File: src/sv/rlsm_pkg.sv
// package for the radio link service monitor: field widths, operation codes,
// register indexes, reset values and statistic counter indexes
// no dependencies
package rlsm_pkg;

   localparam int STAT_WIDTH = 32;
   localparam int STAT_COUNT = 9;
   localparam int STAT_IDX_W = $clog2(STAT_COUNT);

   localparam int OP_W          = 3;
   localparam int LEN_W         = 8;
   localparam int NUM_W         = 16;
   localparam int SEL_W         = 4;
   localparam int STAT_VALUE_W  = 32;
   localparam int GAP_W         = 15;

   localparam int REQ_FIELDS_W  = LEN_W + NUM_W + SEL_W;
   localparam int REQ_DATA_W    = ((REQ_FIELDS_W + 7) / 8) * 8;
   localparam int RSP_FIELDS_W  = 2 + NUM_W + STAT_VALUE_W + GAP_W;
   localparam int RSP_DATA_W    = ((RSP_FIELDS_W + 7) / 8) * 8;

   localparam int CSR_INDEX_W   = 3;
   localparam int CSR_DATA_W    = 16;

   typedef enum logic [OP_W-1:0] {
      OP_RX_GOOD        = 3'd0,
      OP_RX_BAD         = 3'd1,
      OP_RX_INCOMPLETE  = 3'd2,
      OP_LISTEN_TIMEOUT = 3'd3,
      OP_TX_FAIL        = 3'd4,
      OP_TX_STAMP       = 3'd5,
      OP_READ_STAT      = 3'd6
   } op_type;

   localparam logic [CSR_INDEX_W-1:0] CSR_HEADER_LENGTH    = 3'd0;
   localparam logic [CSR_INDEX_W-1:0] CSR_PAYLOAD_LIMIT    = 3'd1;
   localparam logic [CSR_INDEX_W-1:0] CSR_KEEPALIVE_LENGTH = 3'd2;
   localparam logic [CSR_INDEX_W-1:0] CSR_KEEPALIVE_NUMBER = 3'd3;
   localparam logic [CSR_INDEX_W-1:0] CSR_LOSS_TIMEOUTS    = 3'd4;

   localparam logic [LEN_W-1:0] RST_HEADER_LENGTH    = 8'd2;
   localparam logic [LEN_W-1:0] RST_PAYLOAD_LIMIT    = 8'd64;
   localparam logic [LEN_W-1:0] RST_KEEPALIVE_LENGTH = 8'd2;
   localparam logic [NUM_W-1:0] RST_KEEPALIVE_NUMBER = 16'hFFFF;
   localparam logic [7:0]       RST_LOSS_TIMEOUTS    = 8'd8;

   localparam logic [STAT_IDX_W-1:0] IDX_LOST       = 4'd0;
   localparam logic [STAT_IDX_W-1:0] IDX_BURST_1    = 4'd1;
   localparam logic [STAT_IDX_W-1:0] IDX_BURST_2    = 4'd2;
   localparam logic [STAT_IDX_W-1:0] IDX_BURST_3_4  = 4'd3;
   localparam logic [STAT_IDX_W-1:0] IDX_BURST_5UP  = 4'd4;
   localparam logic [STAT_IDX_W-1:0] IDX_MAX        = 4'd5;
   localparam logic [STAT_IDX_W-1:0] IDX_OUTAGE     = 4'd6;
   localparam logic [STAT_IDX_W-1:0] IDX_INCOMPLETE = 4'd7;
   localparam logic [STAT_IDX_W-1:0] IDX_TXFAIL     = 4'd8;

endpackage

File: src/sv/radio_link_service_monitor.sv
// top level of the radio link service monitor: event register, update logic
// for link state and statistics, result register
// depends on rlsm_pkg
//
// One radio event is taken per clock cycle while the result side keeps up. An
// event is held in an input register; when the result register is free or
// being taken, the link state, the sequence tracking and the statistic counters
// are updated and the result is loaded into an output register. A stalled
// result holds the event stage; the event stage itself still takes one more
// event. All link state, statistics and configuration are reset at once, there
// is no clearing pass. Configuration writes are always taken and apply to events
// processed afterwards.
module radio_link_service_monitor (
   input  logic                                clock,
   input  logic                                reset,
   input  logic                                req_tvalid,
   output logic                                req_tready,
   // packet_length, packet_number, stat_select, zero pad
   input  logic [rlsm_pkg::REQ_DATA_W-1:0]     req_tdata,
   // operation
   input  logic [rlsm_pkg::OP_W-1:0]           req_tuser,
   output logic                                rsp_tvalid,
   input  logic                                rsp_tready,
   // in_service, deliver_frame, stamp_number, stat_value, gap_found, zero pad
   output logic [rlsm_pkg::RSP_DATA_W-1:0]     rsp_tdata,
   input  logic                                csr_valid,
   output logic                                csr_ready,
   input  logic [rlsm_pkg::CSR_INDEX_W-1:0]    csr_index,
   input  logic [rlsm_pkg::CSR_DATA_W-1:0]     csr_data
);
   import rlsm_pkg::*;

   function automatic logic [NUM_W-1:0] next_number(input logic [NUM_W-1:0] n,
                                                    input logic [NUM_W-1:0] ka);
      logic [NUM_W-1:0] n1;
      n1 = n + 1'b1;
      if (n1 == ka) begin
         n1 = n1 + 1'b1;
      end
      return n1;
   endfunction

   // configuration
   logic [LEN_W-1:0] header_length_ff;
   logic [LEN_W-1:0] payload_limit_ff;
   logic [LEN_W-1:0] keepalive_length_ff;
   logic [NUM_W-1:0] keepalive_number_ff;
   logic [7:0]       loss_timeouts_ff;

   // event stage
   logic             in_valid_ff;
   op_type           in_op_ff;
   logic [LEN_W-1:0] in_len_ff;
   logic [NUM_W-1:0] in_num_ff;
   logic [SEL_W-1:0] in_sel_ff;

   // link state
   logic             service_ff, service_in;
   logic [7:0]       miss_count_ff, miss_count_in;
   logic [NUM_W-1:0] tx_number_ff, tx_number_in;
   logic [NUM_W-1:0] last_number_ff, last_number_in;
   logic             last_valid_ff, last_valid_in;
   logic [STAT_WIDTH-1:0] stat_ff [STAT_COUNT];
   logic [STAT_WIDTH-1:0] stat_in [STAT_COUNT];

   // result stage
   logic                  rsp_valid_ff;
   logic [RSP_DATA_W-1:0] rsp_data_ff, rsp_data_in;

   logic                    advance;
   logic                    req_transfer;
   logic                    keep;
   logic                    malformed;
   logic [LEN_W-1:0]        pay_len;
   logic [NUM_W-1:0]        expect_num;
   logic [NUM_W-1:0]        delta;
   logic [STAT_WIDTH-1:0]   delta_ext;
   logic                    gap_hit;
   logic [7:0]              miss_inc;
   logic                    drop;
   logic                    deliver;
   logic [NUM_W-1:0]        stamp;
   logic [STAT_VALUE_W-1:0] value;
   logic [GAP_W-1:0]        gap;
   logic [STAT_WIDTH+STAT_VALUE_W-1:0] sel_wide;

   assign advance      = in_valid_ff && (!rsp_valid_ff || rsp_tready);
   assign req_tready   = !in_valid_ff || advance;
   assign req_transfer = req_tvalid && req_tready;
   assign rsp_tvalid   = rsp_valid_ff;
   assign rsp_tdata    = rsp_data_ff;
   assign csr_ready    = 1'b1;

   always_ff @(posedge clock) begin
      if (reset) begin
         header_length_ff    <= RST_HEADER_LENGTH;
         payload_limit_ff    <= RST_PAYLOAD_LIMIT;
         keepalive_length_ff <= RST_KEEPALIVE_LENGTH;
         keepalive_number_ff <= RST_KEEPALIVE_NUMBER;
         loss_timeouts_ff    <= RST_LOSS_TIMEOUTS;
      end else if (csr_valid && csr_ready) begin
         case (csr_index)
            CSR_HEADER_LENGTH:    header_length_ff    <= csr_data[LEN_W-1:0];
            CSR_PAYLOAD_LIMIT:    payload_limit_ff    <= csr_data[LEN_W-1:0];
            CSR_KEEPALIVE_LENGTH: keepalive_length_ff <= csr_data[LEN_W-1:0];
            CSR_KEEPALIVE_NUMBER: keepalive_number_ff <= csr_data[NUM_W-1:0];
            CSR_LOSS_TIMEOUTS:    loss_timeouts_ff    <= csr_data[7:0];
            default: ;
         endcase
      end
   end

   always_ff @(posedge clock) begin
      if (reset) begin
         in_valid_ff <= 1'b0;
      end else if (req_transfer) begin
         in_valid_ff <= 1'b1;
      end else if (advance) begin
         in_valid_ff <= 1'b0;
      end
   end

   always_ff @(posedge clock) begin
      if (req_transfer) begin
         in_op_ff  <= op_type'(req_tuser);
         in_len_ff <= req_tdata[LEN_W-1:0];
         in_num_ff <= req_tdata[LEN_W+NUM_W-1:LEN_W];
         in_sel_ff <= req_tdata[REQ_FIELDS_W-1:LEN_W+NUM_W];
      end
   end

   always_comb begin
      keep       = (in_len_ff == keepalive_length_ff) && (in_num_ff == keepalive_number_ff);
      pay_len    = in_len_ff - header_length_ff;
      malformed  = (in_len_ff < header_length_ff) || (pay_len > payload_limit_ff) ||
                   (!keep && (in_len_ff == header_length_ff));
      expect_num = next_number(last_number_ff, keepalive_number_ff);
      delta      = in_num_ff - expect_num;
      delta_ext  = STAT_WIDTH'(delta);
      // backward or repeated numbers have the top bit set
      gap_hit    = last_valid_ff && (delta != '0) && !delta[NUM_W-1];
      miss_inc   = miss_count_ff + 8'd1;
      sel_wide   = {{STAT_VALUE_W{1'b0}}, stat_ff[in_sel_ff]};

      service_in     = service_ff;
      miss_count_in  = miss_count_ff;
      tx_number_in   = tx_number_ff;
      last_number_in = last_number_ff;
      last_valid_in  = last_valid_ff;
      for (int i = 0; i < STAT_COUNT; i++) begin
         stat_in[i] = stat_ff[i];
      end
      drop    = 1'b0;
      deliver = 1'b0;
      stamp   = '0;
      value   = '0;
      gap     = '0;

      if (advance) begin
         case (in_op_ff)
            OP_RX_GOOD: begin
               if (!malformed) begin
                  miss_count_in = '0;
                  service_in    = 1'b1;
                  if (!keep) begin
                     deliver = 1'b1;
                     if (gap_hit) begin
                        gap = delta[GAP_W-1:0];
                        stat_in[IDX_LOST] = stat_ff[IDX_LOST] + delta_ext;
                        if (delta == 16'd1) begin
                           stat_in[IDX_BURST_1] = stat_ff[IDX_BURST_1] + 1'b1;
                        end else if (delta == 16'd2) begin
                           stat_in[IDX_BURST_2] = stat_ff[IDX_BURST_2] + 1'b1;
                        end else if (delta <= 16'd4) begin
                           stat_in[IDX_BURST_3_4] = stat_ff[IDX_BURST_3_4] + 1'b1;
                        end else begin
                           stat_in[IDX_BURST_5UP] = stat_ff[IDX_BURST_5UP] + 1'b1;
                        end
                        if (delta_ext > stat_ff[IDX_MAX]) begin
                           stat_in[IDX_MAX] = delta_ext;
                        end
                     end
                     last_number_in = in_num_ff;
                     last_valid_in  = 1'b1;
                  end
               end
            end
            OP_RX_BAD: begin
               miss_count_in = '0;
            end
            OP_RX_INCOMPLETE: begin
               stat_in[IDX_INCOMPLETE] = stat_ff[IDX_INCOMPLETE] + 1'b1;
               miss_count_in = '0;
            end
            OP_LISTEN_TIMEOUT: begin
               if (service_ff) begin
                  miss_count_in = miss_inc;
                  if (miss_inc >= loss_timeouts_ff) begin
                     drop = 1'b1;
                  end
               end
            end
            OP_TX_FAIL: begin
               stat_in[IDX_TXFAIL] = stat_ff[IDX_TXFAIL] + 1'b1;
               drop = 1'b1;
            end
            OP_TX_STAMP: begin
               stamp        = tx_number_ff;
               tx_number_in = next_number(tx_number_ff, keepalive_number_ff);
            end
            OP_READ_STAT: begin
               if (in_sel_ff < STAT_COUNT) begin
                  value = sel_wide[STAT_VALUE_W-1:0];
               end
            end
            default: ;
         endcase
      end

      if (drop) begin
         if (service_ff) begin
            stat_in[IDX_OUTAGE] = stat_ff[IDX_OUTAGE] + 1'b1;
         end
         service_in    = 1'b0;
         miss_count_in = '0;
         last_valid_in = 1'b0;
      end

      rsp_data_in = {{(RSP_DATA_W-RSP_FIELDS_W){1'b0}}, gap, value, stamp, deliver, service_in};
   end

   always_ff @(posedge clock) begin
      if (reset) begin
         service_ff     <= 1'b0;
         miss_count_ff  <= '0;
         tx_number_ff   <= '0;
         last_number_ff <= '0;
         last_valid_ff  <= 1'b0;
         for (int i = 0; i < STAT_COUNT; i++) begin
            stat_ff[i] <= '0;
         end
      end else begin
         service_ff     <= service_in;
         miss_count_ff  <= miss_count_in;
         tx_number_ff   <= tx_number_in;
         last_number_ff <= last_number_in;
         last_valid_ff  <= last_valid_in;
         for (int i = 0; i < STAT_COUNT; i++) begin
            stat_ff[i] <= stat_in[i];
         end
      end
   end

   always_ff @(posedge clock) begin
      if (reset) begin
         rsp_valid_ff <= 1'b0;
      end else if (advance) begin
         rsp_valid_ff <= 1'b1;
      end else if (rsp_tready) begin
         rsp_valid_ff <= 1'b0;
      end
   end

   always_ff @(posedge clock) begin
      if (advance) begin
         rsp_data_ff <= rsp_data_in;
      end
   end

endmodule

File: config.mk
export PLATFORM = sky130hd
export DESIGN_NAME = radio_link_service_monitor
export DESIGN_NICKNAME = d
export VERILOG_FILES = /design/src/sv/rlsm_pkg.sv /design/src/sv/radio_link_service_monitor.sv
export SDC_FILE = /design/constraint.sdc
export NUM_CORES = 1
export LEC_CHECK = 0
export BUFFER_PORTS_ARGS = -buffer_cell sky130_fd_sc_hd__clkbuf_2
export CAP_MARGIN = 20
export CORE_AREA = 5 5 299 301
export DETAILED_ROUTE_END_ITERATION = 8
export DIE_AREA = 0 0 304 306
export GPL_ROUTABILITY_DRIVEN = 0
export RECOVER_POWER = 50
export SLEW_MARGIN = 20
export SYNTH_ARGS = -nofsm -noshare
export SYNTH_HDL_FRONTEND = slang
export SYNTH_SLANG_ARGS = --single-unit
export TNS_END_PERCENT = 20
File: constraint.sdc
create_clock -name clock -period 6.8 [get_ports clock]
set_input_delay 1.02 -clock clock [delete_from_list [all_inputs] [get_ports clock]]
set_output_delay 1.02 -clock clock [all_outputs]
set_load 0.03 [all_outputs]
==> results by group <==
Outcome
  • Status: finished with violations
  • Failing checks: capacitance limit, slew limit

Yosys
  • Yosys warning total: 0
  • Syn Inst Count: 3100
  • Post-synth top flop: dfxtp_1
  • Netlist cell types: 90
  • EDFF count, synth: 96
  • Mapped cell area: 27350 µm²
  • Asr flop ratio synth: 0
  • Register area share after synthesis: 0.3718
  • Syn Area/Cell: 8.824 µm²
  • Register bit total from synthesis: 460

Die
  • Die ar.: 93020 µm²
  • IO Pins: 134
  • DIE WIDTH: 304 µm
  • Core ar.: 86350 µm²
  • # rows: 108
  • Initial Utilization: 0.3168
  • Chip height: 306 µm

Detailed routing
  • DR vias: 22720
  • DRC Markers: 0
  • Final wirelength: 76740 µm
  • Metal-1 WL: 35770 µm
  • Pre-antenna DRT Iters: 5
  • Antenna Nets Post-Route: 0
  • Routed length on met2: 35010 µm
  • Routed wl met3: 4170 µm
  • DR iter-0 viols: 1886
  • Vias per Instance: 5.177
  • Top sig layer: met4
  • Drt wl/cell: 17.48 µm

Timing
  • Final Hold Fails: 0
  • Max-slew violations: 292
  • Clk_skew: 0.01689 ns
  • Slew @ Worst Pin: 5.540 ns
  • Final setup vio count: 0
  • Hold WS: 0.4545 ns
  • Max Freq: 0.1523 GHz
  • Worst slew margin: -2.693
  • Crit share post-route: 0.9656
  • Minimum clock period: 6.566 ns

Setup path
  • Crit path launch type: flop
  • Critical Path End Type: flop
  • Crit Path Max Fanout: 8
  • Crit-path slowest cell: a2111oi_4
  • CP Class: reg -> reg
  • CP delay by family, top: compound AO/OA/AOI/OAI gates
  • Crit path buffers/inverters: 4
  • CP Data Required Time: 7.28 ns
  • Max incr delay on CP: 0.39 ns
  • Critical path arrival: 7.05 ns

Clock network
  • Clk_lat worst skew: 0.60 ns
  • TritonCTS clock tree: done
  • H-tree Lvls: 2
  • Clock Path Buffers: 3
  • Num CTS Buffers: 50
  • Clk slew on worst S/H paths: 0.06 ns
  • CTS Sinks: 460
  • Clock root cell: clkbuf_16

Place
  • Placed Cells: 4286
  • I/O Buffers: 121
  • Area after DPL: 29370 µm²
  • DP Wirelength: 55650 µm

Worst hold path
  • Worst hold path type: reg -> reg

Flow run
  • Max Cap Viol: 5

Final layout
  • Cell area after layout: 31200 µm²
  • Synthesis-to-layout area growth: 14.07%
  • Antenna cells: 0
  • Final nets: 3336
  • Proportion of layout cells with a drive suffix above 1: 0.1252
  • Final Non-Filler Cells: 4389

Global routing
  • First-pass GRT wire length: 120800 µm
  • Gr usage total: 0.1574
  • Aggregate global routing overflow: 0
  • Initial antenna violation count: 0
  • Largest net degree at the start of global routing: 140
  • Vias in the first global route: 21600

Pwr
  • Switch Pwr: 1.575 mW
  • Reg power frac: 0.457
  • Comb pwr share: 0.087
  • Max IR drop VDD: 0.2210 mV
  • Switching part of the total: 0.2519
  • Clock share of power: 0.456
  • Pwr Density: 200.4 nW/µm²
  • Internal power: 4.678 mW
  • Leakage: 11.36 nW
  • Final Power: 6.253 mW
[worst reg2reg max path, delay by kind of cell (launching register included)]
kind	cells	cell delay, ns
DFF	1	0.36
xor gates and xnor gates	3	0.52
AOI/OAI and AO/OA	11	2.29
muxes	1	0.37
adders and majority gates	3	0.99
buffers and inverters	4	0.55
and+or+nand+nor	8	1.36
[metrics by stage]
step             util  setup slack (ns)  setup TNS [ns]
2_1_floorplan       -            0.2395               0
3_3_place_gp   0.3401           0.02582               0
3_5_place_dp   0.3401          -0.06837         -0.6079
4_1_cts        0.3603           0.05339               0
5_1_grt        0.3614          -0.01919        -0.06813
6_report       0.3614            0.2336               0
[per-layer routing]
layer,vias up,GRT usage
met4,0,0.04166
met5,-,0
met2,463,0.2571
met1,11020,0.2174
met3,103,0.02678
li1,11140,-
[synth_stat cells (all sizes together), types with 72 or more instances]
cell	count	area, µm²
nor2b	103	644.4
a21oi	186	930.9
xor2	101	884.6
edfxtp	96	2883
o21ai	91	455.4
nor2	419	1573
nand2	286	1076
nand3	140	733.2
clkbuf	132	495.5
nand4	76	481.7
and3	72	450.4
inv	90	337.8
mux2	101	1152
xnor2	115	1007
ha	81	1013
dfxtp	364	7287
[final cells by class]
type	count	area, µm²
clock buffers	73	1510
well taps	1155	1445
clock inverters	20	193.9
multi-input cells	2369	16220
fillers	8809	55140
repair buffers	222	1316
inverters	90	337.8
flip-flops and latches	460	10180
[worst paths after layout]
check / startpoint / endpoint / slack [ns] / depth (start not counted)
worst min-delay path: header_length_ff[7] / header_length_ff[7] / 0.45 / 2
worst min register to register: header_length_ff[7] / header_length_ff[7] / 0.45 / 2
worst max register to register: last_number_ff[0] / stat_ff[0][20] / 0.23 / 30
worst max-delay path: last_number_ff[0] / stat_ff[0][20] / 0.23 / 30
[placed cells by master (no fill, tap or decap), drive strengths merged, types with 48 or more instances in the layout]
cell	synthesis	routed
nand2	286	286
nand3	140	140
a21oi	186	186
mux4	48	48
mux2	101	101
edfxtp	96	96
inv	90	95
buf	55	98
o21ai	91	91
dfxtp	364	364
mux2i	56	56
xnor2	115	115
xor2	101	101
and3	72	72
ha	81	81
nor2	419	419
clkbuf	132	197
nor3	48	48
nand4	76	76
nor2b	103	103
[power groups by stage]
stage | Sequential, mW | Combinational, mW | Clock (mW)
global placement | 2.92 | 0.519 | 0
detailed placement | 2.92 | 0.523 | 0
floorplan | 2.93 | 0.341 | 0
finish | 2.86 | 0.542 | 2.85
global route | 2.86 | 0.596 | 3.03
CTS | 2.86 | 0.527 | 2.92
[what timing repair did]
| item | 4_1_cts | 5_1_grt |
|---|---|---|
| gates resized for setup | 1 | 39 |
| hold endpoints to repair | 0 | 0 |
| endpoints found under the setup margin | 39 | 118 |
| hold buffers | 0 | 0 |
| pin swaps | 1 | 16 |
| setup buffers | 3 | 6 |
| gates cloned | 0 | 1 |
[sequential cells by signal (all words and copies together) (netlist names)]
name and count:
stat_ff 272, last_number_ff 16, rsp_tdata 65, tx_number_ff 16, service_ff 1, miss_count_ff 8, last_valid_ff 1, loss_timeouts_ff 8
in_num_ff 16, keepalive_number_ff 16, in_sel_ff 4, payload_limit_ff 8, header_length_ff 8, rsp_tvalid 1, in_op_ff 3, keepalive_length_ff 8
in_valid_ff 1, in_len_ff 8
[logic make-up (layout without fill, tap and decap cells)]
| kind of cell | count (synthesis) | in the layout | share of synthesized area |
|---|---|---|---|
| AO/OA/AOI/OAI | 473 | 473 | 0.1186 |
| XOR/XNOR | 222 | 222 | 0.07410 |
| adder cells (fa/ha/maj) | 84 | 84 | 0.03925 |
| buffers and inverters | 277 | 405 | 0.04204 |
| flip-flops | 460 | 460 | 0.3718 |
| multiplexers | 205 | 205 | 0.1031 |
| other | 2 | 8 | 0.0002746 |
| AND/OR/NAND/NOR | 1377 | 1377 | 0.2509 |
No activity file was read; power rests on OpenSTA's default activity.
